$ cat src/rtl/ccfv_pkg.sv
// ccfv_pkg: shared types, constants and the command bounds table of the
// can command frame validator. No dependencies.
`default_nettype none

package ccfv_pkg;

    // field widths
    localparam int unsigned FRAME_ID_W   = 29;
    localparam int unsigned SHORT_ID_W   = 11;
    localparam int unsigned FRAME_LEN_W  = 7;
    localparam int unsigned CMD_W        = 8;
    localparam int unsigned PAYLOAD_W    = 6;
    localparam int unsigned VERDICT_W    = 3;
    localparam int unsigned SLOT_IDX_W   = 3;
    localparam int unsigned BOUND_W      = 4;

    // handler slots
    localparam int unsigned HANDLER_SLOTS = 8;
    localparam int unsigned SLOT_CNT_W    = 4;

    // frame limits
    localparam logic [FRAME_LEN_W-1:0] MAX_FRAME_LEN  = 7'd64;
    localparam logic [CMD_W-1:0]       FIRST_KNOWN_CMD = 8'h01;
    localparam logic [CMD_W-1:0]       LAST_KNOWN_CMD  = 8'h13;

    // configuration port
    localparam int unsigned CFG_IDX_W  = 3;
    localparam int unsigned CFG_DATA_W = 64;

    localparam logic [CFG_IDX_W-1:0] CFG_ID_FILTER     = 3'd0;
    localparam logic [CFG_IDX_W-1:0] CFG_ID_MASK       = 3'd1;
    localparam logic [CFG_IDX_W-1:0] CFG_SLOT_COMMANDS = 3'd2;
    localparam logic [CFG_IDX_W-1:0] CFG_SLOT_COUNT    = 3'd3;
    localparam logic [CFG_IDX_W-1:0] CFG_SLOT_PRESENT  = 3'd4;

    typedef enum logic [VERDICT_W-1:0] {
        V_ACCEPT       = 3'd0,
        V_ID_MISMATCH  = 3'd1,
        V_BAD_LENGTH   = 3'd2,
        V_UNKNOWN_CMD  = 3'd3,
        V_PAYLOAD_OOB  = 3'd4,
        V_NO_HANDLER   = 3'd5
    } t_verdict;

    typedef struct packed {
        logic [SHORT_ID_W-1:0]          id_filter;
        logic [SHORT_ID_W-1:0]          id_mask;
        logic [HANDLER_SLOTS*CMD_W-1:0] slot_commands;
        logic [SLOT_CNT_W-1:0]          slot_count;
        logic [HANDLER_SLOTS-1:0]       slot_present;
    } t_cfg;

    typedef struct packed {
        logic [SHORT_ID_W-1:0]  short_id;
        logic [FRAME_LEN_W-1:0] frame_length;
        logic [CMD_W-1:0]       command_code;
    } t_frame;

    typedef struct packed {
        t_verdict               verdict;
        logic [SLOT_IDX_W-1:0]  slot_index;
        logic [CMD_W-1:0]       command_code;
        logic [PAYLOAD_W-1:0]   payload_length;
        logic [SHORT_ID_W-1:0]  short_id;
    } t_result;

    typedef struct packed {
        logic [BOUND_W-1:0] min_len;
        logic [BOUND_W-1:0] max_len;
    } t_bounds;

    // payload length bounds per known command
    function automatic t_bounds cmd_bounds(input logic [CMD_W-1:0] cmd);
        t_bounds b;
        case (cmd)
            8'h01, 8'h03, 8'h11: b = '{min_len: 4'd4,  max_len: 4'd4};
            8'h04:               b = '{min_len: 4'd12, max_len: 4'd15};
            8'h02, 8'h05, 8'h06,
            8'h0C:               b = '{min_len: 4'd2,  max_len: 4'd2};
            8'h0D:               b = '{min_len: 4'd0,  max_len: 4'd0};
            8'h0E:               b = '{min_len: 4'd11, max_len: 4'd11};
            8'h07, 8'h08, 8'h09, 8'h0A, 8'h0B, 8'h0F, 8'h10, 8'h12,
            8'h13:               b = '{min_len: 4'd1,  max_len: 4'd1};
            default:             b = '{min_len: 4'd0,  max_len: 4'd0};
        endcase
        return b;
    endfunction

endpackage

`default_nettype wire

$ cat src/rtl/ccfv_if.sv
// ccfv_in_if and ccfv_out_if: valid/ready channels for frame headers and
// verdicts. Depends on ccfv_pkg.
`default_nettype none

interface ccfv_in_if import ccfv_pkg::*; ();
    logic                   valid;
    logic                   ready;
    logic [FRAME_ID_W-1:0]  frame_id;
    logic [FRAME_LEN_W-1:0] frame_length;
    logic [CMD_W-1:0]       first_byte;

    modport source (output valid, frame_id, frame_length, first_byte, input ready);
    modport sink   (input valid, frame_id, frame_length, first_byte, output ready);
endinterface

interface ccfv_out_if import ccfv_pkg::*; ();
    logic                  valid;
    logic                  ready;
    logic [VERDICT_W-1:0]  verdict;
    logic [SLOT_IDX_W-1:0] slot_index;
    logic [CMD_W-1:0]      command_code;
    logic [PAYLOAD_W-1:0]  payload_length;
    logic [SHORT_ID_W-1:0] short_id;

    modport source (output valid, verdict, slot_index, command_code, payload_length,
                    short_id, input ready);
    modport sink   (input valid, verdict, slot_index, command_code, payload_length,
                    short_id, output ready);
endinterface

`default_nettype wire

$ cat src/rtl/ccfv_cfg_regs.sv
// ccfv_cfg_regs: configuration register file written through a plain
// write port. Depends on ccfv_pkg.
`default_nettype none

module ccfv_cfg_regs import ccfv_pkg::*; (
    input  wire logic                  i_clk,
    input  wire logic                  i_rst_n,
    input  wire logic                  i_cfg_wr_en,
    input  wire logic [CFG_IDX_W-1:0]  i_cfg_index,
    input  wire logic [CFG_DATA_W-1:0] i_cfg_data,
    output t_cfg                       o_cfg
);

    t_cfg r_cfg;
    t_cfg n_cfg;

    // register decode, unknown indexes leave everything as it is
    always_comb begin
        n_cfg = r_cfg;
        if (i_cfg_wr_en) begin
            case (i_cfg_index)
                CFG_ID_FILTER:     n_cfg.id_filter     = i_cfg_data[SHORT_ID_W-1:0];
                CFG_ID_MASK:       n_cfg.id_mask       = i_cfg_data[SHORT_ID_W-1:0];
                CFG_SLOT_COMMANDS: n_cfg.slot_commands = i_cfg_data[HANDLER_SLOTS*CMD_W-1:0];
                CFG_SLOT_COUNT:    n_cfg.slot_count    = i_cfg_data[SLOT_CNT_W-1:0];
                CFG_SLOT_PRESENT:  n_cfg.slot_present  = i_cfg_data[HANDLER_SLOTS-1:0];
                default:           n_cfg = r_cfg;
            endcase
        end
    end

    // all registers reset to zero
    always_ff @(posedge i_clk) begin
        if (!i_rst_n) begin
            r_cfg <= '0;
        end else begin
            r_cfg <= n_cfg;
        end
    end

    assign o_cfg = r_cfg;

endmodule

`default_nettype wire

$ cat src/rtl/ccfv_judge.sv
// ccfv_judge: combinational checks of one registered frame header against
// the configuration. Depends on ccfv_pkg.
`default_nettype none

module ccfv_judge import ccfv_pkg::*; (
    input  wire t_frame i_frame,
    input  wire t_cfg   i_cfg,
    output t_result     o_result
);

    logic                     len_ok;
    logic                     id_ok;
    logic                     cmd_known;
    logic                     bounds_ok;
    logic [PAYLOAD_W-1:0]     payload;
    t_bounds                  bounds;
    logic [SLOT_CNT_W-1:0]    limit;
    logic [HANDLER_SLOTS-1:0] hit;
    logic                     found;
    logic [SLOT_IDX_W-1:0]    hit_idx;
    t_result                  res;

    // header checks
    always_comb begin
        id_ok     = (i_frame.short_id & i_cfg.id_mask) == (i_cfg.id_filter & i_cfg.id_mask);
        len_ok    = (i_frame.frame_length != '0) && (i_frame.frame_length <= MAX_FRAME_LEN);
        payload   = len_ok ? PAYLOAD_W'(i_frame.frame_length - FRAME_LEN_W'(1)) : '0;
        cmd_known = (i_frame.command_code >= FIRST_KNOWN_CMD)
                    && (i_frame.command_code <= LAST_KNOWN_CMD);
        bounds    = cmd_bounds(i_frame.command_code);
        bounds_ok = (payload >= PAYLOAD_W'(bounds.min_len))
                    && (payload <= PAYLOAD_W'(bounds.max_len));
    end

    // slot lanes: compare every slot, then pick the lowest hit
    always_comb begin
        limit = (i_cfg.slot_count > SLOT_CNT_W'(HANDLER_SLOTS))
                ? SLOT_CNT_W'(HANDLER_SLOTS) : i_cfg.slot_count;
        for (int k = 0; k < HANDLER_SLOTS; k++) begin
            hit[k] = (i_cfg.slot_commands[k*CMD_W +: CMD_W] == i_frame.command_code)
                     && (SLOT_CNT_W'(k) < limit);
        end
        found   = |hit;
        hit_idx = '0;
        for (int k = HANDLER_SLOTS - 1; k >= 0; k--) begin
            if (hit[k]) begin
                hit_idx = SLOT_IDX_W'(k);
            end
        end
    end

    // verdict in check order, first failure wins
    always_comb begin
        res.slot_index     = '0;
        res.command_code   = i_frame.command_code;
        res.payload_length = payload;
        res.short_id       = i_frame.short_id;
        if (!id_ok) begin
            res.verdict = V_ID_MISMATCH;
        end else if (!len_ok) begin
            res.verdict = V_BAD_LENGTH;
        end else if (!cmd_known) begin
            res.verdict = V_UNKNOWN_CMD;
        end else if (!bounds_ok) begin
            res.verdict = V_PAYLOAD_OOB;
        end else if (found && i_cfg.slot_present[hit_idx]) begin
            res.verdict    = V_ACCEPT;
            res.slot_index = hit_idx;
        end else begin
            res.verdict = V_NO_HANDLER;
        end
    end

    assign o_result = res;

endmodule

`default_nettype wire

$ cat src/rtl/can_command_frame_validator_unit.sv
// can_command_frame_validator_unit: top level, input register, checks and
// result register. Depends on ccfv_pkg, ccfv_if, ccfv_cfg_regs, ccfv_judge.
//
//   channel   dir   handshake          contents
//   i_in      in    valid/ready        frame_id, frame_length, first_byte
//   o_out     out   valid/ready        verdict, slot_index, command_code,
//                                      payload_length, short_id
//   i_cfg_*   in    write enable only  register index, write data
//
// One frame per cycle while the verdict sink keeps ready high; the frame goes
// into the input register at the edge that takes it, and its verdict is then
// loaded into the result register, from which it is offered.
// Input ready only falls when both the input register and the result
// register hold items and the result is not being taken.
// Synchronous active-low reset empties both stages and zeroes the configuration registers.
`default_nettype none

module can_command_frame_validator_unit import ccfv_pkg::*; (
    input  wire logic                  i_clk,
    input  wire logic                  i_rst_n,
    ccfv_in_if.sink                    i_in,
    ccfv_out_if.source                 o_out,
    input  wire logic                  i_cfg_wr_en,
    input  wire logic [CFG_IDX_W-1:0]  i_cfg_index,
    input  wire logic [CFG_DATA_W-1:0] i_cfg_data
);

    t_cfg    w_cfg;
    t_result w_res;

    logic    r_s1_valid;
    logic    n_s1_valid;
    t_frame  r_s1;
    logic    r_out_valid;
    logic    n_out_valid;
    t_result r_res;

    logic    s1_ready;
    logic    s2_ready;
    logic    s1_load;
    logic    s2_load;

    ccfv_cfg_regs u_cfg_regs (
        .i_clk       (i_clk),
        .i_rst_n     (i_rst_n),
        .i_cfg_wr_en (i_cfg_wr_en),
        .i_cfg_index (i_cfg_index),
        .i_cfg_data  (i_cfg_data),
        .o_cfg       (w_cfg)
    );

    ccfv_judge u_judge (
        .i_frame  (r_s1),
        .i_cfg    (w_cfg),
        .o_result (w_res)
    );

    // pipeline flow control
    always_comb begin
        s2_ready    = !r_out_valid || o_out.ready;
        s1_ready    = !r_s1_valid || s2_ready;
        s1_load     = i_in.valid && s1_ready;
        s2_load     = r_s1_valid && s2_ready;
        n_s1_valid  = s1_ready ? i_in.valid : r_s1_valid;
        n_out_valid = s2_ready ? r_s1_valid : r_out_valid;
    end

    // stage valid flags
    always_ff @(posedge i_clk) begin
        if (!i_rst_n) begin
            r_s1_valid  <= 1'b0;
            r_out_valid <= 1'b0;
        end else begin
            r_s1_valid  <= n_s1_valid;
            r_out_valid <= n_out_valid;
        end
    end

    // payload registers
    always_ff @(posedge i_clk) begin
        if (s1_load) begin
            r_s1.short_id     <= i_in.frame_id[SHORT_ID_W-1:0];
            r_s1.frame_length <= i_in.frame_length;
            r_s1.command_code <= i_in.first_byte;
        end
        if (s2_load) begin
            r_res <= w_res;
        end
    end

    assign i_in.ready           = s1_ready;
    assign o_out.valid          = r_out_valid;
    assign o_out.verdict        = r_res.verdict;
    assign o_out.slot_index     = r_res.slot_index;
    assign o_out.command_code   = r_res.command_code;
    assign o_out.payload_length = r_res.payload_length;
    assign o_out.short_id       = r_res.short_id;

    // reset empties the result stage
    a_reset_empty: assert property (@(posedge i_clk) !i_rst_n |=> !o_out.valid)
        else $error("result valid after reset");

    // an accepted verdict names a slot that is present and in use
    a_accept_slot: assert property (@(posedge i_clk) disable iff (!i_rst_n)
        (r_s1_valid && w_res.verdict == V_ACCEPT) |->
            (w_cfg.slot_present[w_res.slot_index]
             && SLOT_CNT_W'(w_res.slot_index) < w_cfg.slot_count))
        else $error("accept without a present slot in range");

    // slot index is zero unless accepted
    a_slot_zero: assert property (@(posedge i_clk) disable iff (!i_rst_n)
        (r_s1_valid && w_res.verdict != V_ACCEPT) |-> (w_res.slot_index == '0))
        else $error("slot index set on a rejected frame");

    // a bad length reports no payload
    a_bad_len_pay: assert property (@(posedge i_clk) disable iff (!i_rst_n)
        (r_s1_valid && w_res.verdict == V_BAD_LENGTH) |-> (w_res.payload_length == '0))
        else $error("payload length on a bad length frame");

    // a held frame in the input register is not dropped
    a_s1_hold: assert property (@(posedge i_clk) disable iff (!i_rst_n)
        (r_s1_valid && !s2_ready) |=> r_s1_valid)
        else $error("stalled frame lost");

endmodule

`default_nettype wire

$ cat src/flat_wrapper.sv
// flat-port wrapper written by rule: the top's interface ports become plain ports
module can_command_frame_validator_unit_flat import ccfv_pkg::*;
  (i_clk, i_rst_n, i_cfg_wr_en, i_cfg_index, i_cfg_data, i_in_valid, i_in_frame_id, i_in_frame_length, i_in_first_byte, i_in_ready, o_out_valid, o_out_verdict, o_out_slot_index, o_out_command_code, o_out_payload_length, o_out_short_id, o_out_ready);
  ccfv_in_if i_in_i ();
  ccfv_out_if o_out_i ();
  input  wire logic i_clk;
  input  wire logic i_rst_n;
  input  wire logic i_cfg_wr_en;
  input  wire logic [CFG_IDX_W-1:0] i_cfg_index;
  input  wire logic [CFG_DATA_W-1:0] i_cfg_data;
  input wire logic [$bits(i_in_i.valid)-1:0] i_in_valid;
  input wire logic [$bits(i_in_i.frame_id)-1:0] i_in_frame_id;
  input wire logic [$bits(i_in_i.frame_length)-1:0] i_in_frame_length;
  input wire logic [$bits(i_in_i.first_byte)-1:0] i_in_first_byte;
  output wire logic [$bits(i_in_i.ready)-1:0] i_in_ready;
  output wire logic [$bits(o_out_i.valid)-1:0] o_out_valid;
  output wire logic [$bits(o_out_i.verdict)-1:0] o_out_verdict;
  output wire logic [$bits(o_out_i.slot_index)-1:0] o_out_slot_index;
  output wire logic [$bits(o_out_i.command_code)-1:0] o_out_command_code;
  output wire logic [$bits(o_out_i.payload_length)-1:0] o_out_payload_length;
  output wire logic [$bits(o_out_i.short_id)-1:0] o_out_short_id;
  input wire logic [$bits(o_out_i.ready)-1:0] o_out_ready;
  assign i_in_i.valid = i_in_valid;
  assign i_in_i.frame_id = i_in_frame_id;
  assign i_in_i.frame_length = i_in_frame_length;
  assign i_in_i.first_byte = i_in_first_byte;
  assign i_in_ready = i_in_i.ready;
  assign o_out_valid = o_out_i.valid;
  assign o_out_verdict = o_out_i.verdict;
  assign o_out_slot_index = o_out_i.slot_index;
  assign o_out_command_code = o_out_i.command_code;
  assign o_out_payload_length = o_out_i.payload_length;
  assign o_out_short_id = o_out_i.short_id;
  assign o_out_i.ready = o_out_ready;
  can_command_frame_validator_unit u_core (.i_clk(i_clk), .i_rst_n(i_rst_n), .i_in(i_in_i), .o_out(o_out_i), .i_cfg_wr_en(i_cfg_wr_en), .i_cfg_index(i_cfg_index), .i_cfg_data(i_cfg_data));
endmodule
$ cat config.mk
export PLATFORM = sky130hd
export DESIGN_NAME = can_command_frame_validator_unit_flat
export DESIGN_NICKNAME = d
export VERILOG_FILES = /design/src/rtl/ccfv_pkg.sv /design/src/rtl/ccfv_if.sv /design/src/rtl/ccfv_cfg_regs.sv /design/src/rtl/ccfv_judge.sv /design/src/rtl/can_command_frame_validator_unit.sv /design/src/flat_wrapper.sv
export SDC_FILE = /design/constraint.sdc
export NUM_CORES = 1
export LEC_CHECK = 0
export BUFFER_PORTS_ARGS = -buffer_cell sky130_fd_sc_hd__buf_2
export CORE_MARGIN = 10
export CORE_UTILIZATION = 40
export DETAILED_ROUTE_END_ITERATION = 16
export PLACE_DENSITY = 0.6
export SKIP_LAST_GASP = 1
export SLEW_MARGIN = 0
export SYNTH_ARGS = -nofsm -noshare
export SYNTH_HDL_FRONTEND = slang
export SYNTH_SLANG_ARGS = --single-unit
$ cat constraint.sdc
create_clock -name i_clk -period 4.16 [get_ports i_clk]
set_input_delay 0.208 -clock i_clk [delete_from_list [all_inputs] [get_ports i_clk]]
set_output_delay 0.208 -clock i_clk [all_outputs]
set_load 0.01 [all_outputs]
# After elaboration in Yosys (flattened, before gate mapping)
# Memory sizes are Yosys's and may differ from the RTL's. A register that Yosys moved wholly into a read port is not among the register bits.
# Cells that the tools add are included.
dict set report totals {
  mem_bits_ro 256
  wordCells 95
  reg_bits 157
  memories 1
}
# memory depth word_bits rd rd_ports_with_merged_regs write_ports line_no
set memory_table {}
lappend memory_table {{(no name shown)} 32 8 1 1 0 ccfv_pkg.sv:75} ;# case (cmd)
dict set report classes {
  order_cmp 15
  reduce_logical 29
  add_sub_neg 1
  n_eq_ne 13
  bitwise_logic 2
  mux 18
}
# operator count
set op_table {}
lappend op_table {{8-bit equality test} 8}
lappend op_table {{3-bit 2-to-1 mux} 10}
lappend op_table {{11-bit bitwise AND} 2}
lappend op_table {{3-bit by 4-bit less-than comparator with 1-bit output (first input constant)} 4}
lappend op_table {{1-bit logical AND} 14}
lappend op_table {{11-bit equality test} 1}
lappend op_table {{2-bit AND reduction} 5}
lappend op_table {{8-bit by 1-bit >= comparator with 1-bit output (second input constant)} 1}
lappend op_table {{8-bit by 5-bit less-or-equal comparator with 1-bit output (second input constant)} 1}
lappend op_table {{1-bit by 4-bit less-than comparator with 1-bit output (first input constant)} 2}
lappend op_table {{2-bit by 4-bit less-than comparator with 1-bit output (first input constant)} 2}
lappend op_table {{8-bit 2-to-1 mux} 1}
lappend op_table {{8-bit OR reduction} 1}
lappend op_table {{7-bit less-or-equal comparator (second input constant)} 1}
lappend op_table {{7-bit nonzero test} 1}
lappend op_table {{3-bit by 2-bit equality test with 1-bit output (second input constant)} 2}
lappend op_table {{6-bit by 4-bit >= comparator with 1-bit output} 1}
lappend op_table {{6-bit by 4-bit less-or-equal comparator with 1-bit output} 1}
lappend op_table {{3-bit logical NOT} 2}
lappend op_table {{6-bit 2-to-1 mux} 1}
lappend op_table {{6-bit by 1-bit subtractor with 6-bit output (second input constant)} 1}
lappend op_table {{5-bit 2-to-1 mux} 1}
lappend op_table {{5-bit AND reduction} 1}
lappend op_table {{4-bit greater-than comparator (second input constant)} 1}
lappend op_table {{10 further kinds} 13}

# Longest topological paths before layout
dict set report logic_depth {
  depth_word 19
  ltp_mapped 14
  depth_no_buf 14
}

# By module
# Synthesis repeated with hierarchy kept, for this count alone.
dict set report unflattened {
  cells_unflattened 715
  hier_area_um2 7455.9
}
# mod area_each_um2 n_inst seq_area_each_um2 cells_each
set by_module_without_submodules {}
lappend by_module_without_submodules {ccfv_cfg_regs 3752.3 1 1961.9 391}
lappend by_module_without_submodules {ccfv_judge 1888.1 1 0.0 258}
lappend by_module_without_submodules {can_command_frame_validator_unit 1815.5 1 1751.7 66}

# Worst setup path before layout
# OpenSTA, ideal clock, no wires.
dict set report synth_path {
  path_type {reg2reg}
  start {register u_core.r_s1[10] (netlist bit)}
  end {register u_core.r_res (netlist bit u_core.o_out.verdict[0]), data pin}
  path_stages_with_launch 12
  n_path_buf 0
  arrival_time_ns 2.741
  synth_period_minus_slack_ns 2.903
  setup_ns 0.163
  path_slack_ns 1.257
  cell_sequence {edfxtp_1 -> nor3_1 -> nand3b_1 -> xnor2_2 -> nor2_1 -> ha_1 -> a2111oi_0 -> a21oi_1 -> or4_1 -> nor2_1 -> nand3_1 -> o221ai_1}
}
# element line_no
set synth_rtl {}
lappend synth_rtl {{start, declared} can_command_frame_validator_unit.sv:33} ;# t_frame r_s1;
lappend synth_rtl {{end signal, assigned} can_command_frame_validator_unit.sv:87} ;# r_res <= w_res;
lappend synth_rtl {{end, declared} can_command_frame_validator_unit.sv:36} ;# t_result r_res;

==> key figures <==
Yosys
  • Post-synth EDFFs: 57
  • Synthesized net count: 889
  • Seq/Total Area, Yosys: 51.1%
  • Yosys warning total: 0
  • Async S/R FF share, synth: 0%
  • Synth Flop Type: dfxtp_1
  • Syn Area/Cell: approximately 9.9 um^2
  • Post-Synthesis Cell Area: between 7000 and 8000 um^2
  • Post-Syn Instances: 760
  • Netlist cell types: 58
  • Synthesized flop and latch total: ~160

Clock network
  • Clk Latency, worst-skew pair: between 0.4 and 0.5 ns
  • # H-tree levels: 4
  • Clock Path Buffers: 2
  • Clock Pin Slew Worst Setup and Hold Paths: approximately 0.07 ns
  • Num CTS Buffers: 17
  • Sinks on Clock Net: roughly 160
  • Clock root buffer: clkbuf_16
  • Post-CTS setup buffers: 0
  • CTS tree: built

Power
  • Leakage: ~3.4 nW
  • Final Power: 3.62 mW
  • Seq pwr share: between 40% and 50%
  • P_sw: 0.864 mW
  • Sw Ratio: 23.9%
  • Peak supply drop: just under 0.3 mV
  • Pwr per Cell Area: 396 nW/um^2
  • Clock share of power: between 40 and 50%
  • Comb pwr share: between 8 and 9%
  • Internal power: roughly 2.8 mW

Timing
  • Slew HR: between 20% and 30%
  • Max-slew violations: 0
  • Setup TNS: 0 ns
  • Final setup viols: 0
  • Fmax: 309 MHz
  • Tmin final: between 3 and 4 ns
  • Slew @ Worst Pin: approximately 1.1 ns
  • Clock Skews: 0.0195 ns
  • Final hold vios: 0
  • Final worst-path cycle share: 77.8%
  • Final worst slack: a little over 0.9 ns
  • RSZ-0062 raised after global routing: false

Placed design
  • Buffers on Ports: 130
  • RD Place Congestion: 0.817
  • DP HPWL: roughly 13 mm
  • Pre-CTS setup slack: between 0.9 and 1 ns

Die
  • Num ports: between 100 and 150
  • Starting Density: 40.4%
  • Die X: about 160 um
  • Site Rows: 50
  • Die Area: 24,600 um^2
  • Core area: approximately 19,000 um^2
  • Die height: 157 um

Layout
  • Area growth syn-to-layout: 21.9%
  • Register Area: ~3800 um^2
  • FILL cells: approximately 1,800
  • Multi-input gate area: between 3000 and 4000 um^2
  • Total Nets Final: roughly 1,000
  • Final core utilization: about half
  • Layout cells sized above 1: between 20% and 30%
  • # diodes: 0

Setup path
  • Worst Setup Path Type: flip-flop to flip-flop
  • Crit. End Element: flip-flop
  • Worst-path fanout max: 7
  • Worst endpoint data arrival time: approximately 3.5 ns
  • Required @ worst endpoint: between 4 and 5 ns
  • Startpoint Class: flip-flop

Routing
  • DR vias/cell: a little under 5
  • ANT nets after route: 0
  • Drc violations: 0
  • Pre-Repair DR Iteration Count: 4
  • Routed via count: about 5,600
  • DRT Wirelength: ~19 mm
  • Initial drt markers: ~280
  • WL/cell: ~16 um

Run
  • Max Cap Viol: 0

Worst hold path
  • Hold Path Class: input port to flip-flop

Run status
  • Outcome: finished clean

Global routing
  • First-pass GRT wire length: around 30 mm
  • Vias in the first global route: between 5,000 and 6,000
  • GRT Overall Usage: approximately 15%
  • Gr ovfl total: 0
  • Initial antenna violation count: 0
  • Largest net degree at the start of global routing: around 100
## cell type report
type / instances / share of cell area [%]
clock buffer: 19 / 4.84
multi-input combinational: 550 / 37.8
timing repair buffer: 161 / 10.4
inverter: 8 / 0.328
clock inverter: 13 / 1.48
tap: 234 / 3.20
sequential: 163 / 41.9
## cell usage after synthesis (2+ instances only)
cell type	instances	area (um^2)
xnor2_1	48	420
inv_1	8	30.0
xor2_1	30	263
and3_1	5	31.3
mux2_2	3	33.8
a21o_1	2	15.0
buf_2	2	10.0
xnor2_2	2	32.5
nor4_4	2	42.5
a221oi_1	2	17.5
o211ai_1	2	15.0
o21ai_0	8	40.0
a21oi_1	9	45.0
nand3b_1	2	15.0
or4_1	2	15.0
nor4_2	2	25.0
nor2b_1	10	62.6
nor3_2	2	20.0
dfxtp_1	106	2120
nor4_1	2	12.5
buf_6	4	45.0
mux2i_1	11	110
nand3_1	12	60.1
nand2_1	210	788
nand4_1	9	56.3
a211oi_2	2	25.0
edfxtp_1	57	1710
ha_1	13	163
o21a_1	2	15.0
a21boi_0	95	713
clkbuf_1	29	109
or3_1	3	18.8
buf_4	4	30.0
a22o_1	2	17.5
nor2_1	20	75.1
nor3_1	12	60.1
and2_1	4	25.0
a22oi_1	2	15.0
## per-stage QoR
| step | area, um^2 | cells | hold slack (ns) |
|---|---|---|---|
| after floorplan | 7500 | 760 | 0.307 |
| after global placement | 8310 | 1090 | 0.385 |
| after detailed placement | 8310 | 1090 | 0.386 |
| after CTS | 9140 | 1148 | 0.0143 |
| after global routing | 9140 | 1148 | 0.0270 |
| final | 9140 | 1148 | 0.0180 |
## cells by family (layout without fill, tap and decap cells)
group           count (synthesis)  in the layout  synth area share, %
flops                         163            163                 51.1
compound gates                138            138                 13.9
mux                            14             14                 1.92
fa+ha+maj                      13             13                 2.17
xor+xnor                       81             81                 9.76
buf+inv                        47            201                 2.99
simple gates                  304            304                 18.2
## flip-flops by register name, summed over array words and instances, names as in the netlist, named ones only
register,count
u_core.o_out.valid,1
u_core.o_out.short_id,11
u_core.o_out.command_code,8
u_core.o_out.verdict,3
u_core.o_out.slot_index,3
u_core.r_s1_valid,1
u_core.o_out.payload_length,6
u_core.r_s1,26
u_core.u_cfg_regs.o_cfg,98
## repair_timing
action / CTS / global route
endpoints found under the hold margin: 26 / 0
hold buffers: 26 / 0
resized for setup: 0 / 0
## worst max-delay path, cell delays in order, from the launching register on
cell and delay [ns]:
edfxtp_1 0.43, nor3_1 0.29, nand3b_1 0.20, xnor2_2 0.34, nor2_1 0.14, ha_1 0.31
a2111oi_0 0.36, a21oi_1 0.09, or4_1 0.55, nor2_1 0.12, nand3_1 0.08, o221ai_1 0.18
## routing by layer
metal / wire length [um] / GRT usage [%] / up-vias
li1: - / - / 2857
met1: 9020 / 19.8 / 2590
met2: 8800 / 25.0 / 123
met3: 907 / 3.66 / 10
met4: 155 / 4.31 / 0
met5: 0 / 0 / -
## power by group through the flow
stage / logic (mW) / clock network (mW) / registers (mW)
after floorplan: 0.191 / 0 / 1.78
after global placement: 0.296 / 0 / 1.79
after detailed placement: 0.300 / 0 / 1.79
after CTS: 0.321 / 1.57 / 1.76
after global routing: 0.354 / 1.64 / 1.76
final: 0.317 / 1.55 / 1.76
## final timing paths
path                                     from                     endpoint  slack, ns  cells past startpoint
setup / recovery              u_core.r_s1[11]      u_core.o_out.verdict[0]       0.92                     11
hold reg to reg   u_core.u_cfg_regs.o_cfg[80]  u_core.u_cfg_regs.o_cfg[80]       0.47                      2
hold / removal                 i_cfg_data[48]  u_core.u_cfg_regs.o_cfg[60]       0.02                      3
setup reg to reg              u_core.r_s1[11]      u_core.o_out.verdict[0]       0.92                     11
## layout by cell type (no fill, tap or decap), drive strengths merged, types with 3 or more instances in the layout
cell,n
nor4,6
xor2,31
dlygate4sd3,26
mux2i,11
clkbuf,19
nand3,12
buf,135
nor2,20
a21boi,95
clkinvlp,4
o21ai,9
and2,5
nor3,14
and3,5
clkinv,6
dfxtp,106
nand2,210
xnor2,50
a21oi,9
or3,4
nor2b,10
mux2,3
inv,9
edfxtp,57
nand4,9
ha,13
(Power assumes the default switching activity.)
